**src/hdl/dpwe_pkg.sv**
```systemverilog
`default_nettype none

package dpwe_pkg;

    // Block geometry
    localparam int unsigned NUM_PORT_LANES = 4;
    localparam int unsigned LANES          = 4;
    localparam int unsigned FRAME_BITS     = 16;
    localparam int unsigned SLOTS          = 18;
    localparam int unsigned SLOT_W         = $clog2(SLOTS);

    // Timing
    localparam int unsigned BIT_RATE_HZ = 300000;
    localparam int unsigned RATE_W      = $clog2(BIT_RATE_HZ + 1);
    localparam int unsigned CLOCK_W     = 32;
    localparam int unsigned DUTY_W      = 16;
    localparam int unsigned PERIOD_MAX  = 65535;
    localparam int unsigned DUTY_DEN    = 8;
    localparam int unsigned DEN_SHIFT   = $clog2(DUTY_DEN);
    localparam int unsigned ZERO_NUM    = 3;
    localparam int unsigned ONE_NUM     = 6;

    // Reciprocal of the bit rate, rounded up, scaled by 2^32. For any clock
    // that is an exact multiple of the rate, (clock * RECIP) >> 32 is exact.
    localparam longint unsigned RECIP =
        ((64'd1 << CLOCK_W) + 64'(BIT_RATE_HZ) - 64'd1) / 64'(BIT_RATE_HZ);
    localparam int unsigned RECIP_W = $clog2(RECIP + 64'd1);
    localparam int unsigned Q_W     = RECIP_W;
    localparam int unsigned BACK_W  = Q_W + RATE_W;
    localparam int unsigned CMP_W   = (BACK_W > CLOCK_W) ? BACK_W : CLOCK_W;

    // Configuration
    localparam int unsigned CFG_IDX_W       = 1;
    localparam int unsigned CFG_DATA_W      = 32;
    localparam int unsigned RATE_SEL_W      = 2;
    localparam logic [CLOCK_W-1:0] CLOCK_RST = 32'd72000000;
    localparam logic [RATE_SEL_W-1:0] RATE_DSHOT300 = 2'd0;
    localparam logic [1:0] CFG_SETTLE = 2'd2;

    typedef enum logic [CFG_IDX_W-1:0] {
        CFG_TIMER_CLOCK = 1'b0,
        CFG_RATE_SELECT = 1'b1
    } t_cfg_idx;

    typedef enum logic [1:0] {
        ST_OK        = 2'd0,
        ST_BAD_RATE  = 2'd1,
        ST_BAD_CLOCK = 2'd2
    } t_status;

endpackage

`default_nettype wire

```
**src/hdl/dshot_pulse_width_encoder_core.sv**
```systemverilog
`default_nettype none

// Path: an item's slots go through the working register, then the output register.
// Pace: SLOTS (18) slots per item on a valid setup, one slot on an error setup;
//   the output register moves one slot per cycle unless the receiver stalls.
// Reset: synchronous, active low; the input is stalled after reset
//   and after every register write while the bit period is worked out again.
module dshot_pulse_width_encoder_core
    import dpwe_pkg::*;
(
    input  wire                  i_clk,
    input  wire                  i_rst_n,

    input  wire                  i_cfg_valid,
    output logic                 o_cfg_ready,
    input  wire [CFG_IDX_W-1:0]  i_cfg_index,
    input  wire [CFG_DATA_W-1:0] i_cfg_data,

    input  wire                  i_valid,
    output logic                 o_stall,
    input  wire [FRAME_BITS-1:0] i_frame_lane0,
    input  wire [FRAME_BITS-1:0] i_frame_lane1,
    input  wire [FRAME_BITS-1:0] i_frame_lane2,
    input  wire [FRAME_BITS-1:0] i_frame_lane3,

    output logic                 o_valid,
    input  wire                  i_stall,
    output logic [DUTY_W-1:0]    o_duty_lane0,
    output logic [DUTY_W-1:0]    o_duty_lane1,
    output logic [DUTY_W-1:0]    o_duty_lane2,
    output logic [DUTY_W-1:0]    o_duty_lane3,
    output logic [DUTY_W-1:0]    o_bit_period,
    output logic [1:0]           o_status,
    output logic                 o_last
);

    // ------------------------------------------------------------------
    // Configuration registers. Writes are always taken.
    // ------------------------------------------------------------------
    logic [CLOCK_W-1:0]    r_clock_hz;
    logic [RATE_SEL_W-1:0] r_rate_sel;
    logic [1:0]            r_cfg_wait;
    logic                  w_cfg_write;

    assign o_cfg_ready = 1'b1;
    assign w_cfg_write = i_cfg_valid && o_cfg_ready;

    always_ff @(posedge i_clk) begin
        if (!i_rst_n) begin
            r_clock_hz <= CLOCK_RST;
            r_rate_sel <= RATE_DSHOT300;
            r_cfg_wait <= CFG_SETTLE;
        end else begin
            if (w_cfg_write) begin
                unique case (t_cfg_idx'(i_cfg_index))
                    CFG_TIMER_CLOCK: r_clock_hz <= CLOCK_W'(i_cfg_data);
                    CFG_RATE_SELECT: r_rate_sel <= RATE_SEL_W'(i_cfg_data);
                    default: ;
                endcase
                r_cfg_wait <= CFG_SETTLE;
            end else if (r_cfg_wait != 2'd0) begin
                r_cfg_wait <= r_cfg_wait - 2'd1;
            end
        end
    end

    // ------------------------------------------------------------------
    // Bit period, two stages behind the registers.
    // Stage 1: quotient estimate by multiplying with the scaled reciprocal.
    // Stage 2: multiply back and compare; the clock is valid only when the
    // estimate times the rate gives the clock back exactly.
    // ------------------------------------------------------------------
    logic [CLOCK_W+RECIP_W-1:0] w_q_prod;
    logic [Q_W-1:0]             r_q_est;
    logic [CMP_W-1:0]           w_back;
    logic                       w_clock_ok;
    logic [DUTY_W-1:0]          w_eighth;
    t_status                    r_status;
    logic [DUTY_W-1:0]          r_period;
    logic [DUTY_W-1:0]          r_zero_ticks;
    logic [DUTY_W-1:0]          r_one_ticks;

    assign w_q_prod = (CLOCK_W+RECIP_W)'(r_clock_hz) * (CLOCK_W+RECIP_W)'(RECIP);

    always_ff @(posedge i_clk) begin
        r_q_est <= w_q_prod[CLOCK_W +: Q_W];
    end

    always_comb begin
        w_back     = CMP_W'(r_q_est) * CMP_W'(BIT_RATE_HZ);
        // Zero clock gives a zero quotient; period must fit and divide by 8
        w_clock_ok = (w_back == CMP_W'(r_clock_hz))
                  && (r_q_est != '0)
                  && (32'(r_q_est) <= PERIOD_MAX)
                  && (r_q_est[DEN_SHIFT-1:0] == '0);
        w_eighth   = DUTY_W'(r_q_est >> DEN_SHIFT);
    end

    always_ff @(posedge i_clk) begin
        // Rate check wins over the clock check
        if (r_rate_sel != RATE_DSHOT300) begin
            r_status     <= ST_BAD_RATE;
            r_period     <= '0;
            r_zero_ticks <= '0;
            r_one_ticks  <= '0;
        end else if (!w_clock_ok) begin
            r_status     <= ST_BAD_CLOCK;
            r_period     <= '0;
            r_zero_ticks <= '0;
            r_one_ticks  <= '0;
        end else begin
            r_status     <= ST_OK;
            r_period     <= DUTY_W'(r_q_est);
            r_zero_ticks <= DUTY_W'(32'(w_eighth) * ZERO_NUM);
            r_one_ticks  <= DUTY_W'(32'(w_eighth) * ONE_NUM);
        end
    end

    // ------------------------------------------------------------------
    // Slot sequencer. The working register holds the frames of the item in
    // progress, shifted left one bit per slot so the current bit is the MSB.
    // A new item is taken in the same cycle the last slot of the previous
    // one moves into the output register.
    // ------------------------------------------------------------------
    logic [FRAME_BITS-1:0] r_frame [NUM_PORT_LANES];
    logic [FRAME_BITS-1:0] w_frame_in [NUM_PORT_LANES];
    logic [SLOT_W-1:0]     r_slot;
    logic                  r_busy;
    logic                  w_out_free;
    logic                  w_emit;
    logic                  w_item_last;
    logic                  w_in_ready;
    logic                  w_accept;
    logic                  w_pad;
    logic [DUTY_W-1:0]     w_duty [NUM_PORT_LANES];

    always_comb begin
        w_frame_in[0] = i_frame_lane0;
        w_frame_in[1] = i_frame_lane1;
        w_frame_in[2] = i_frame_lane2;
        w_frame_in[3] = i_frame_lane3;

        w_out_free  = !o_valid || !i_stall;
        w_emit      = r_busy && w_out_free;
        // An error setup gives one result only
        w_item_last = (r_status != ST_OK) || (32'(r_slot) == SLOTS - 1);
        w_in_ready  = (r_cfg_wait == 2'd0) && (!r_busy || (w_emit && w_item_last));
        w_accept    = i_valid && w_in_ready;
        w_pad       = 32'(r_slot) >= FRAME_BITS;

        for (int l = 0; l < NUM_PORT_LANES; l++) begin
            if (l >= LANES || w_pad) begin
                w_duty[l] = '0;
            end else if (r_frame[l][FRAME_BITS-1]) begin
                w_duty[l] = r_one_ticks;
            end else begin
                w_duty[l] = r_zero_ticks;
            end
        end
    end

    assign o_stall = !w_in_ready;

    always_ff @(posedge i_clk) begin
        if (!i_rst_n) begin
            r_busy <= 1'b0;
        end else if (w_accept) begin
            r_busy <= 1'b1;
        end else if (w_emit && w_item_last) begin
            r_busy <= 1'b0;
        end
    end

    always_ff @(posedge i_clk) begin
        if (w_accept) begin
            r_slot <= '0;
            for (int l = 0; l < NUM_PORT_LANES; l++) begin
                r_frame[l] <= w_frame_in[l];
            end
        end else if (w_emit) begin
            // Advance one slot
            r_slot <= r_slot + SLOT_W'(1);
            for (int l = 0; l < NUM_PORT_LANES; l++) begin
                r_frame[l] <= r_frame[l] << 1;
            end
        end
    end

    // ------------------------------------------------------------------
    // Output register. Hold while stalled, load a slot when free.
    // ------------------------------------------------------------------
    always_ff @(posedge i_clk) begin
        if (!i_rst_n) begin
            o_valid <= 1'b0;
        end else if (w_out_free) begin
            o_valid <= w_emit;
        end
    end

    always_ff @(posedge i_clk) begin
        if (w_emit) begin
            o_duty_lane0 <= w_duty[0];
            o_duty_lane1 <= w_duty[1];
            o_duty_lane2 <= w_duty[2];
            o_duty_lane3 <= w_duty[3];
            o_bit_period <= r_period;
            o_status     <= r_status;
            o_last       <= w_item_last;
        end
    end

endmodule

`default_nettype wire

```
**config.mk**
```make
export PLATFORM = sky130hd
export DESIGN_NAME = dshot_pulse_width_encoder_core
export DESIGN_NICKNAME = d
export VERILOG_FILES = /design/src/hdl/dpwe_pkg.sv /design/src/hdl/dshot_pulse_width_encoder_core.sv
export SDC_FILE = /design/constraint.sdc
export NUM_CORES = 1
export LEC_CHECK = 0
export BUFFER_PORTS_ARGS = -buffer_cell sky130_fd_sc_hd__buf_2
export CORE_ASPECT_RATIO = 1.2
export CORE_MARGIN = 1.5
export CORE_UTILIZATION = 45
export CTS_CLUSTER_DIAMETER = 150
export DETAILED_ROUTE_END_ITERATION = 8
export PLACE_DENSITY = 0.63
export SLEW_MARGIN = 40
export SYNTH_ARGS = -nofsm -noshare
export SYNTH_HDL_FRONTEND = slang
export SYNTH_SLANG_ARGS = --single-unit
export TNS_END_PERCENT = 5
```
**constraint.sdc**
```tcl
create_clock -name i_clk -period 9.5 [get_ports i_clk]
set_input_delay 1.425 -clock i_clk [delete_from_list [all_inputs] [get_ports i_clk]]
set_output_delay 1.425 -clock i_clk [all_outputs]
set_load 0.01 [all_outputs]
```
# Word level (Yosys, flattened, before mapping)
# Memories as Yosys holds them, arrays and structs flattened.
# Cells that the tools add are included.
# op_classes
eq_ne	2
n_lt_le_gt_ge	1
n_addsub	2
n_reduce_logical	24
bitwise_logic	7
n_mul	4
n_mux	16
# ops
operator	count
$mux W16	8
$mul A32 B14 Y46 const B	1
$eq A33 B32 Y1	1
$mul A14 B14 Y28 const B	1
$mul A11 B2 Y13 const B	2
$reduce_bool A14 Y1	1
$reduce_bool A2 Y1	4
$mux W1	7
$logic_and A1 B1 Y1	6
$add A5 B1 Y5 const B	1
$eq A5 B5 Y1 const B	1
$ge A5 B5 Y1 const B	1
$logic_not A1 Y1	4
$or A1 B1 Y1	4
$reduce_and A2 Y1	2
$reduce_or A2 Y1	2
$logic_not A3 Y1	1
$logic_or A1 B1 Y1	3
$not A1 Y1	3
$logic_not A2 Y1	1
$mux W2	1
$sub A2 B1 Y2 const B	1
# totals
regBits	190
mem_bits_rw	64
n_memories	1
out_inout_bits	86
# memory_table
memory	depth	width	rd	rd_clocked_by_memory_dff	wr	line	text
r_frame	4	16	4	0	4	dshot_pulse_width_encoder_core.sv:125	logic [FRAME_BITS-1:0] r_frame [NUM_PORT_LANES];

# Logic depth before layout (Yosys ltp)
# Gate-level depths: netlist of the first run.
# depth
depth_word	10
mapped_depth	23
ltp_nobuf	21

# Worst setup path before layout of the first run
# No wires, ideal clock.
# synth_timing
kind	register to register
startpoint	register r_q_est[7]
endpoint	register r_one_ticks[10]
arrival_ps	5958
setup_slack_ps	3467
n_path_buf	3
stages_incl_launch_ff	23
t_required_ps	9426
setup_time_ps	74
cell_sequence	dfxtp_1 fa_1 inv_1 fa_1 inv_1 ha_1 fa_1 inv_1 fa_1 inv_1 fa_1 ha_1 clkbuf_1 a21o_1 a31oi_1 nand2b_4 a2111o_1 nor4_1 nand4_1 or4_1 buf_2 buf_6 nor3_2
# synth_between
elab_chain_cells	6
# synth_lines
element	line	text
start: declaration	dshot_pulse_width_encoder_core.sv:74	logic [Q_W-1:0] r_q_est;
start signal: assignment	dshot_pulse_width_encoder_core.sv:86	r_q_est <= w_q_prod[CLOCK_W +: Q_W];
$mul A14 B14 Y28	dshot_pulse_width_encoder_core.sv:90	w_back = CMP_W'(r_q_est) * CMP_W'(BIT_RATE_HZ);
$eq A33 B32 Y1	dshot_pulse_width_encoder_core.sv:92	w_clock_ok = (w_back == CMP_W'(r_clock_hz))
$logic_and A1 B1 Y1	dshot_pulse_width_encoder_core.sv:93	&& (r_q_est != '0)
$logic_and A1 B1 Y1	dshot_pulse_width_encoder_core.sv:95	&& (r_q_est[DEN_SHIFT-1:0] == '0);
$not A1 Y1 (no source line)	-	
$reduce_or A2 Y1 (no source line)	-	
end signal: assignment	dshot_pulse_width_encoder_core.sv:115	r_one_ticks <= DUTY_W'(32'(w_eighth) * ONE_NUM);
end: declaration	dshot_pulse_width_encoder_core.sv:81	logic [DUTY_W-1:0] r_one_ticks;
# Several ways; a longest one is shown, not always the timed one.
# A chain may end at the register's enable or synchronous reset.

# Final worst setup path of the first run
# layout_timing
startpoint	register r_q_est[4]
endpoint	register r_one_ticks[8]
# Same word-level chain as after synthesis.

==> results.yml, run 1 <==
global_route:
  antenna_found_initial: 0
  grt_use_total_pct: 22.3
  grt_pass1_wl_um: 86700
  grt_max_degree: 91
  grt_pass1_vias: 16300
  overflow: 0
floorplan:
  dieArea_sq_um: 50600
  coreArea_sq_um: 48300
  pin_count: 188
  start_util_pct: 45.8
  die_w_um: 206
  std_cell_rows: 88
  die_h_um: 246
status:
  outcome: "finished, final reports clean"
clock_tree:
  ctsRootBufferMaster: "clkbuf_16"
  clk_latency_ns: 0.55
  htreeDepth: 1
  cts_resized: 0
  cts_buffer_depth: 3
  tritoncts: "done"
  cts_sinks: 222
  cts_buffers: 25
  clkTransAtPathRegs_ns: 0.07
  postCtsHoldBufs: 0
  postCtsSetupBuffers: 0
yosys:
  yosys.cell_types.count: 71
  async_flop_share_pct: 0
  synth_edf_count: 134
  yosysWarnings: 0
  syn_inst: 2161
  synth_area_leaders: "fa_1 26%, edfxtp_1 18%, ha_1 15%"
  avgSynthCellArea_sq_um: 10.2
  syn_area_sq_um: 22100
  synth_top_area_share_pct: 26.4
  ys.flop_type: "edfxtp_1"
  ys_seq_area_share_pct: 26.1
  synth_seq_cells: 222
  yosysTopAreaCell: "fa_1"
placement:
  dp_hpwl_um: 44800
  portBuffers: 176
  place.gp.congestion: 0.912
  place_inst: 2900
min_path:
  worstHoldPathType: "flip-flop to flip-flop"
critical_path:
  critPathArrivalTime_ns: 7.05
  critPathLaunch: "r_q_est[4]$_DFF_P_"
  critPathRequiredTime_ns: 9.96
  r2r-end: "r_one_ticks[8]$_SDFF_PP0_"
  endpoint: "r_one_ticks[8]$_SDFF_PP0_"
  cp_max_fo: 26
  end_kind: "flip-flop"
  critical_path.startpoint_type: "flip-flop"
  rrSetupSlack_ns: 2.91
  worstRegToRegCells: 21
  crit_type: "flip-flop to flip-flop"
  reg2reg_from: "r_q_est[4]$_DFF_P_"
sta:
  grt_setup_unrepaired: "false"
  worst_slew_pin_slew_ns: 0.829
  finalMaxSlewViolations: 0
  maxSlewHeadroom_pct: 44.7
  period_share_pct: 69.4
  fin_crit_ns: 6.59
  max_freq_ghz: 0.152
  setup_viol: 0
  clock_skew_ns: 0.0283
  tns_ns: 0
  hold_viol: 0
detailed_routing:
  vias_per_cell: 5.14
  drtPass1Iterations: 8
  drt-initial-drc-count: 676
  wl_per_cell_um: 18.3
  final_antenna_net_count: 0
  vias: 15100
  wirelength_um: 53900
  drc: 0
finish:
  syn_to_final_growth_pct: 9.74
  fill_cells: 4372
  stdcell_count: 2947
  finalNetCount: 2965
  layout_commonest_cell: "inv_1"
  layout_common_cells: "419 x inv_1, 292 x fa_1, 273 x ha_1"
  drive_above_1_share_pct: 11.9
flow_run:
  maxCapViolations: 0
layout make-up:
| cell class | instances | area (sq um) | area share, % |
|---|---|---|---|
| antenna | 1 | 2.50 | 0.0103 |
| clock buffer | 30 | 644 | 2.65 |
| clock inverter | 15 | 101 | 0.417 |
| inverter | 420 | 1580 | 6.50 |
| multi-input combinational | 1444 | 14400 | 59.4 |
| sequential | 222 | 5790 | 23.8 |
| tap | 630 | 788 | 3.24 |
| timing repair buffer | 185 | 956 | 3.93 |
registers in the layout, summed over array words and instances (netlist names), 5 cells and up:
signal and cells:
r_one_ticks 12, o_bit_period 14, r_q_est 14, o_duty_lane1 14, o_duty_lane0 14, r_slot 5, r_period 14, o_duty_lane3 14
r_clock_hz 32, r_frame 64, o_duty_lane2 14
cell usage after synthesis, types with 3 or more instances:
cell	n
fa_1	292
a31oi_1	7
edfxtp_1	134
o21ai_1	6
a21oi_1	63
o21a_1	9
nor2_1	99
nand4_1	24
nand4b_1	3
xor2_1	25
nand2b_1	7
a21oi_2	3
nor3_1	25
clkbuf_1	62
o31ai_1	4
nand2_1	222
a21boi_0	30
o211ai_1	5
buf_2	8
xnor2_1	42
nor3_2	20
mux2i_1	53
a211oi_1	8
o2111ai_1	5
ha_1	273
nor2b_1	9
buf_4	11
o21bai_1	4
a21o_1	16
or2_2	5
and2_1	8
nand3_1	68
buf_6	3
o21ai_0	31
inv_1	419
dfxtp_1	88
mux2_2	16
and3_1	5
nor4_1	8
per-layer routing:
layer | vias up | GRT usage (%) | share of wire [%] | routed length [um]
li1 | 7260 | - | - | -
met3 | 117 | 2.66 | 4.5 | 2410
met5 | - | 0 | 0 | 0
met2 | 402 | 40.6 | 51 | 27500
met1 | 7358 | 26.4 | 40 | 21700
met4 | 0 | 9.27 | 4.5 | 2400
worst min-delay path by stage:
stage                           startpoint                        end  slack, ns  cells past startpoint
floorplan           r_period[0]$_SDFF_PP0_  o_bit_period[0]$_DFFE_PP_       0.39                      0
global placement    r_period[8]$_SDFF_PP0_  o_bit_period[8]$_DFFE_PP_       0.39                      0
detailed placement  r_period[8]$_SDFF_PP0_  o_bit_period[8]$_DFFE_PP_       0.39                      0
CTS                 r_period[8]$_SDFF_PP0_  o_bit_period[8]$_DFFE_PP_       0.41                      0
global route        r_period[5]$_SDFF_PP0_  o_bit_period[5]$_DFFE_PP_       0.41                      0
finish              r_period[8]$_SDFF_PP0_  o_bit_period[8]$_DFFE_PP_       0.40                      0
through the flow:
step / setup slack, ns / cell area, sq um / utilization, % / hold WS (ns)
after floorplan: 3.47 / 22200 / - / 0.386
after global placement: 2.97 / 23500 / 48.7 / 0.386
after detailed placement: 2.90 / 23500 / 48.7 / 0.393
after CTS: 2.88 / 24300 / 50.3 / 0.407
after global routing: 2.51 / 24300 / 50.3 / 0.410
final: 2.91 / 24300 / 50.3 / 0.404
worst max-delay path, cell delays in order (launching register included):
cell,delay (ns)
dfxtp_1,0.76
fa_1,0.50
inv_1,0.08
fa_1,0.42
inv_1,0.07
ha_1,0.23
ha_1,0.27
inv_1,0.05
fa_1,0.53
inv_1,0.06
fa_1,0.48
ha_1,0.43
a21oi_1,0.13
o21ai_1,0.24
a21oi_1,0.14
nor4_1,0.52
o31a_1,0.22
mux2i_1,0.23
nand4_1,0.12
or4_1,0.48
buf_4,0.26
nor3_1,0.24
cell families (layout without fill, tap and decap cells):
logic type / count (synthesis) / in the layout / share of synthesized area, %
adders and majority gates: 565 / 565 / 41.8
and+or+nand+nor: 514 / 514 / 10.9
buffers and inverters: 505 / 650 / 8.89
DFF: 222 / 222 / 26.1
AOI/OAI and AO/OA: 217 / 217 / 6.41
muxes: 69 / 69 / 3.21
xor gates and xnor gates: 67 / 67 / 2.65
other: 2 / 13 / 0.0339
Power of run 1 is left out: the tool's default activity adds up to more than one toggle a clock period on the data nets, which glitch-free logic cannot reach.
==> run 2, diff against run 1 <==
--- a/config.mk
+++ b/config.mk
@@ -5,6 +5,7 @@
 export SDC_FILE = /design/constraint.sdc
 export NUM_CORES = 1
 export LEC_CHECK = 0
+export ABC_AREA = 1
 export BUFFER_PORTS_ARGS = -buffer_cell sky130_fd_sc_hd__buf_2
 export CORE_ASPECT_RATIO = 1.2
 export CORE_MARGIN = 1.5
==> constraint.sdc (replaced) <==
create_clock -name i_clk -period 6.9 [get_ports i_clk]
set_input_delay 1.035 -clock i_clk [delete_from_list [all_inputs] [get_ports i_clk]]
set_output_delay 1.035 -clock i_clk [all_outputs]
set_load 0.01 [all_outputs]
==> run 2 against run 1 <==
Worst hold slack worse by 0.0027 ns. Critical path type unchanged. Die area is 0.12% lower. Non-clock buffer count is 5 higher. Core utilization is 0.38 points higher. Global-route usage is 0.44 points higher. First-iteration DRC count is 16% lower. Clock skew is 0.010 ns higher. Register-to-register slack worse by 2.1 ns. Synthesized area is 0.12% lower.
==> results.yml, run 2 <==
status:
  outcome: "finished, final reports clean"
global_route:
  use_met2_pct: 42.4
  grt_use_met3_pct: 2.43
  top_usage_layer: "met2"
  grt_pass1_wl_um: 88900
  antenna_found_initial: 8
  grt_use_total_pct: 22.8
  grt_max_degree: 65
  grt_pass1_vias: 17400
  overflow: 0
  met1_usage_pct: 25.9
critical_path:
  critical_path.startpoint_type: "flip-flop"
  rrSetupSlack_ns: 0.77
  end_kind: "flip-flop"
  cp_max_fo: 25
  crit_type: "flip-flop to flip-flop"
  critPathArrivalTime_ns: 6.57
  critPathRequiredTime_ns: 7.34
finish:
  regMostFlops: "r_frame"
  finalNetCount: 3182
  syn_to_final_growth_pct: 10.7
  register_area_sq_um: 5790
  largest_reg_flops: 64
  layout_commonest_cell: "inv_1"
  top_regs: "r_frame: 64 flops, r_clock_hz: 32 flops"
  drive_above_1_share_pct: 10.6
  fill_cells: 4538
  layout_common_cells: "554 x inv_1, 315 x nand2_1, 292 x fa_1"
  multiInputGateArea_sq_um: 14100
clock_tree:
  postCtsSetupBuffers: 0
  cts_resized: 0
  tritoncts: "done"
  postCtsHoldBufs: 0
  cts_sinks: 222
  cts_buffer_depth: 3
  clkTransAtPathRegs_ns: 0.07
  ctsRootBufferMaster: "clkbuf_16"
  clk_latency_ns: 0.56
  htreeDepth: 1
  cts_buffers: 24
sta:
  hold_viol: 0
  clock_skew_ns: 0.0383
  maxSlewHeadroom_pct: 46.3
  setup_viol: 0
  worst_slew_pin_slew_ns: 0.806
  finalMaxSlewViolations: 0
  period_share_pct: 88.9
  tns_ns: 0
  max_freq_ghz: 0.163
  fin_crit_ns: 6.13
  grt_setup_unrepaired: "false"
detailed_routing:
  vias: 16000
  vias_per_cell: 5.06
  drc: 0
  drt-initial-drc-count: 568
  final_antenna_net_count: 0
  wl_per_cell_um: 17.5
  wirelength_um: 55500
  drtPass1Iterations: 7
yosys:
  synth_edf_count: 134
  async_flop_share_pct: 0
  yosysMostFrequentCell: "inv_1"
  synth_top_area_share_pct: 26.4
  synth_area_leaders: "fa_1 26%, edfxtp_1 18%, ha_1 15%"
  synth_seq_cells: 222
  avgSynthCellArea_sq_um: 9.48
  yosysWarnings: 0
  ys.flop_type: "edfxtp_1"
  synth_common_cells: "556 x inv_1, 315 x nand2_1, 292 x fa_1"
  yosys.cell_types.count: 42
  syn_inst: 2333
  ys_seq_area_share_pct: 26.2
  yosysTopAreaCell: "fa_1"
  syn_area_sq_um: 22100
floorplan:
  die_h_um: 246
  coreArea_sq_um: 48300
  std_cell_rows: 88
  start_util_pct: 45.8
  die_w_um: 205
  pin_count: 188
  dieArea_sq_um: 50500
min_path:
  worstHoldPathType: "flip-flop to flip-flop"
placement:
  dp_hpwl_um: 47100
  portBuffers: 176
  place.gp.congestion: 0.935
flow_run:
  maxCapViolations: 0
==> run 2: changes by cell type after synthesis, sizes merged, moves of 23 or more <==
cell,previous run,this run
o22ai,2,48
nor2,99,172
mux2i,53,0
nand2,222,317
nand3,68,45
a22o,0,42
nor3,45,14
a21oi,66,100
inv,419,558
a21boi,31,2
o21ai,37,81
clkbuf,62,26
==> run 2: routing by layer <==
| layer | vias to the layer above | wire, um |
|---|---|---|
| met5 | - | 0 |
| met1 | 7768 | 21400 |
| met2 | 386 | 29500 |
| met4 | 0 | 2480 |
| li1 | 7753 | - |
| met3 | 124 | 2100 |
==> run 2: logic make-up after synthesis <==
kind of cell / count (synthesis) / share of synthesized area, %
and+or+nand+nor: 577 / 10.8
AOI/OAI and AO/OA: 310 / 8.42
adders and majority gates: 565 / 41.9
other: 2 / 0.0340
xor gates and xnor gates: 55 / 2.18
DFF: 222 / 26.2
buffers and inverters: 602 / 10.5
==> run 2: worst paths after layout <==
kind,from,end,cells past startpoint
worst max-delay path,r_q_est[5]$_DFF_P_,r_one_ticks[6]$_SDFF_PP0_,26
worst min-delay path,r_period[7]$_SDFF_PP0_,o_bit_period[7]$_DFFE_PP_,0
worst max register to register,r_q_est[5]$_DFF_P_,r_one_ticks[6]$_SDFF_PP0_,26
worst min register to register,r_period[7]$_SDFF_PP0_,o_bit_period[7]$_DFFE_PP_,0
==> run 2: per-stage QoR <==
stage | setup WS [ns] | instances | cell area [sq um] | hold WS, ns | utilization (%)
2_1_floorplan | 1.65 | 2343 | 22200 | 0.386 | -
3_3_place_gp | 0.837 | 3118 | 23700 | 0.387 | 49.0
3_5_place_dp | 0.726 | 3119 | 23700 | 0.389 | 49.1
4_1_cts | 0.675 | 3161 | 24500 | 0.403 | 50.6
5_1_grt | 0.303 | 3167 | 24500 | 0.408 | 50.6
6_report | 0.769 | 3170 | 24500 | 0.402 | 50.7
==> run 2: worst max-delay path, stage by stage, from the launching register on <==
cell	delay [ns]
dfxtp_1	0.76
fa_1	0.53
inv_1	0.08
fa_1	0.41
inv_1	0.07
ha_1	0.22
ha_1	0.27
inv_1	0.05
fa_1	0.54
inv_1	0.06
fa_1	0.47
ha_1	0.39
nand2_1	0.14
inv_1	0.05
a21oi_1	0.26
nand2_1	0.15
nand2_1	0.09
nand2_1	0.05
inv_1	0.04
nand2_1	0.04
nor2_1	0.10
nand3_1	0.08
nor2_1	0.14
nand4_1	0.15
nor2_2	0.19
nand4_4	0.44
nor2_1	0.22
==> run 2: final cells by class <==
| type | count | share of cell area [%] |
|---|---|---|
| sequential | 222 | 23.6 |
| inverter | 558 | 8.56 |
| clock buffer | 25 | 2.47 |
| tap | 630 | 3.22 |
| clock inverter | 17 | 0.557 |
| multi-input combinational | 1519 | 57.4 |
| timing repair buffer | 190 | 4.08 |
| antenna | 9 | 0.0920 |
Power of run 2 is left out for the same reason.
==> run 3, diff against run 2 <==
--- a/config.mk
+++ b/config.mk
@@ -9,10 +9,10 @@
 export BUFFER_PORTS_ARGS = -buffer_cell sky130_fd_sc_hd__buf_2
 export CORE_ASPECT_RATIO = 1.2
 export CORE_MARGIN = 1.5
-export CORE_UTILIZATION = 45
+export CORE_UTILIZATION = 62
 export CTS_CLUSTER_DIAMETER = 150
 export DETAILED_ROUTE_END_ITERATION = 8
-export PLACE_DENSITY = 0.63
+export PLACE_DENSITY = 0.82
 export SLEW_MARGIN = 40
 export SYNTH_ARGS = -nofsm -noshare
 export SYNTH_HDL_FRONTEND = slang
==> run 3 against run 2 <==
Maximum frequency down 0.33%. Highest routed layer unchanged. First-iteration DRC count is 72% higher. Die area shrank 27%. Routed wire length shrank 1.2%. Core utilization is 18 points higher. Critical endpoint is now r_one_ticks[4]$_SDFF_PP0_. Via count up 2.4%. Count of clock-buffer cells in the layout up 5. Worst hold slack better by 0.0015 ns. Critical path depth did not move.
==> results.yml, run 3 (synthesis gave the netlist of run 2 again) <==
finish:
  drive_above_1_share_pct: 10.4
  final_design_area_no_fill_sq_um: 24200
  top_regs: "r_frame: 64 flops, r_clock_hz: 32 flops"
  layout_commonest_cell: "inv_1"
  syn_to_final_growth_pct: 9.58
  final_util_pct: 69.1
  finalNetCount: 3179
  regMostFlops: "r_frame"
  layout_common_cells: "554 x inv_1, 315 x nand2_1, 292 x fa_1"
  largest_reg_flops: 64
sta:
  finalMaxSlewViolations: 0
  setup_ws_ns: 0.749
  max_freq_ghz: 0.163
  worst_slew_pin_slew_ns: 0.858
  maxSlewHeadroom_pct: 41.3
  setup_viol: 0
  fin_crit_ns: 6.15
  tns_ns: 0
  hold_viol: 0
  period_share_pct: 89.1
  grt_setup_unrepaired: "false"
  clock_skew_ns: 0.0220
placement:
  portBuffers: 176
  place.gp.congestion: 0.988
  dpl_worst_slack_ns: 0.754
  place_area_sq_um: 23500
  dp_hpwl_um: 46100
floorplan:
  dieArea_sq_um: 36800
  std_cell_rows: 75
  start_util_pct: 63.0
  die_w_um: 175
  pin_count: 188
  die_h_um: 210
  coreArea_sq_um: 35100
global_route:
  grt_max_degree: 76
  grt_use_total_pct: 31.0
  antenna_found_initial: 6
  grt_pass1_wl_um: 88200
  overflow: 0
  grt_pass1_vias: 17800
min_path:
  worstHoldPathType: "flip-flop to flip-flop"
critical_path:
  critPathArrivalTime_ns: 6.60
  cp_max_fo: 25
  end_kind: "flip-flop"
  critical_path.startpoint_type: "flip-flop"
  critPathRequiredTime_ns: 7.35
  crit_type: "flip-flop to flip-flop"
clock_tree:
  cts_buffers: 23
  postCtsSetupBuffers: 0
  cts_resized: 0
  ctsRootBufferMaster: "clkbuf_16"
  htreeDepth: 1
  cts_buffer_depth: 3
  clk_latency_ns: 0.55
  clkTransAtPathRegs_ns: 0.07
  cts_sinks: 222
  postCtsHoldBufs: 0
  tritoncts: "done"
detailed_routing:
  drt-initial-drc-count: 977
  wl_per_cell_um: 18.3
  final_antenna_net_count: 0
  drtPass1Iterations: 5
  drc: 0
  vias: 16400
  wirelength_um: 54800
  vias_per_cell: 5.48
status:
  outcome: "finished, final reports clean"
flow_run:
  maxCapViolations: 0
run 3: through the flow:
stage / std cells / hold WS (ns)
finish: 2997 / 0.403
detailed placement: 2949 / 0.389
global placement: 2949 / 0.386
floorplan: 2343 / 0.386
CTS: 2991 / 0.403
global route: 2997 / 0.406
run 3: cell type report:
type | count | area, sq um
Antenna cell | 6 | 15.0
Sequential cell | 222 | 5790
Multi-Input combinational cell | 1519 | 14000
Clock buffer | 30 | 632
Inverter | 558 | 2100
Tap cell | 462 | 578
Timing Repair Buffer | 188 | 975
Fill cell | 2722 | 10900
Clock inverter | 12 | 105
run 3: worst paths after layout:
check                               from                         to  slack (ns)  cells after the start
setup reg to reg      r_q_est[4]$_DFF_P_  r_one_ticks[4]$_SDFF_PP0_        0.75                     26
hold / removal    r_period[6]$_SDFF_PP0_  o_bit_period[6]$_DFFE_PP_        0.40                      0
setup / recovery      r_q_est[4]$_DFF_P_  r_one_ticks[4]$_SDFF_PP0_        0.75                     26
hold reg to reg   r_period[6]$_SDFF_PP0_  o_bit_period[6]$_DFFE_PP_        0.40                      0
run 3: worst max-delay path, stage by stage, from the launching register on:
cell	delay [ns]
dfxtp_1	0.77
fa_1	0.51
inv_1	0.08
fa_1	0.42
inv_1	0.08
ha_1	0.23
ha_1	0.27
inv_1	0.05
fa_1	0.53
inv_1	0.06
fa_1	0.49
ha_1	0.39
nand2_1	0.14
inv_1	0.05
a21oi_1	0.27
nand2_1	0.16
nand2_1	0.08
nand2_1	0.05
inv_1	0.04
nand2_1	0.04
nor2_1	0.10
nand3_1	0.09
nor2_1	0.14
nand4_1	0.12
nor2_2	0.18
nand4_4	0.44
nor2_1	0.25
run 3: per-layer routing:
| metal | global-route usage (%) | part of all wire (%) |
|---|---|---|
| met5 | 0 | 0 |
| met1 | 34.9 | 37 |
| met3 | 3.21 | 4.6 |
| met4 | 13.7 | 4.5 |
| met2 | 58.8 | 54 |
Power of run 3 is left out for the same reason.
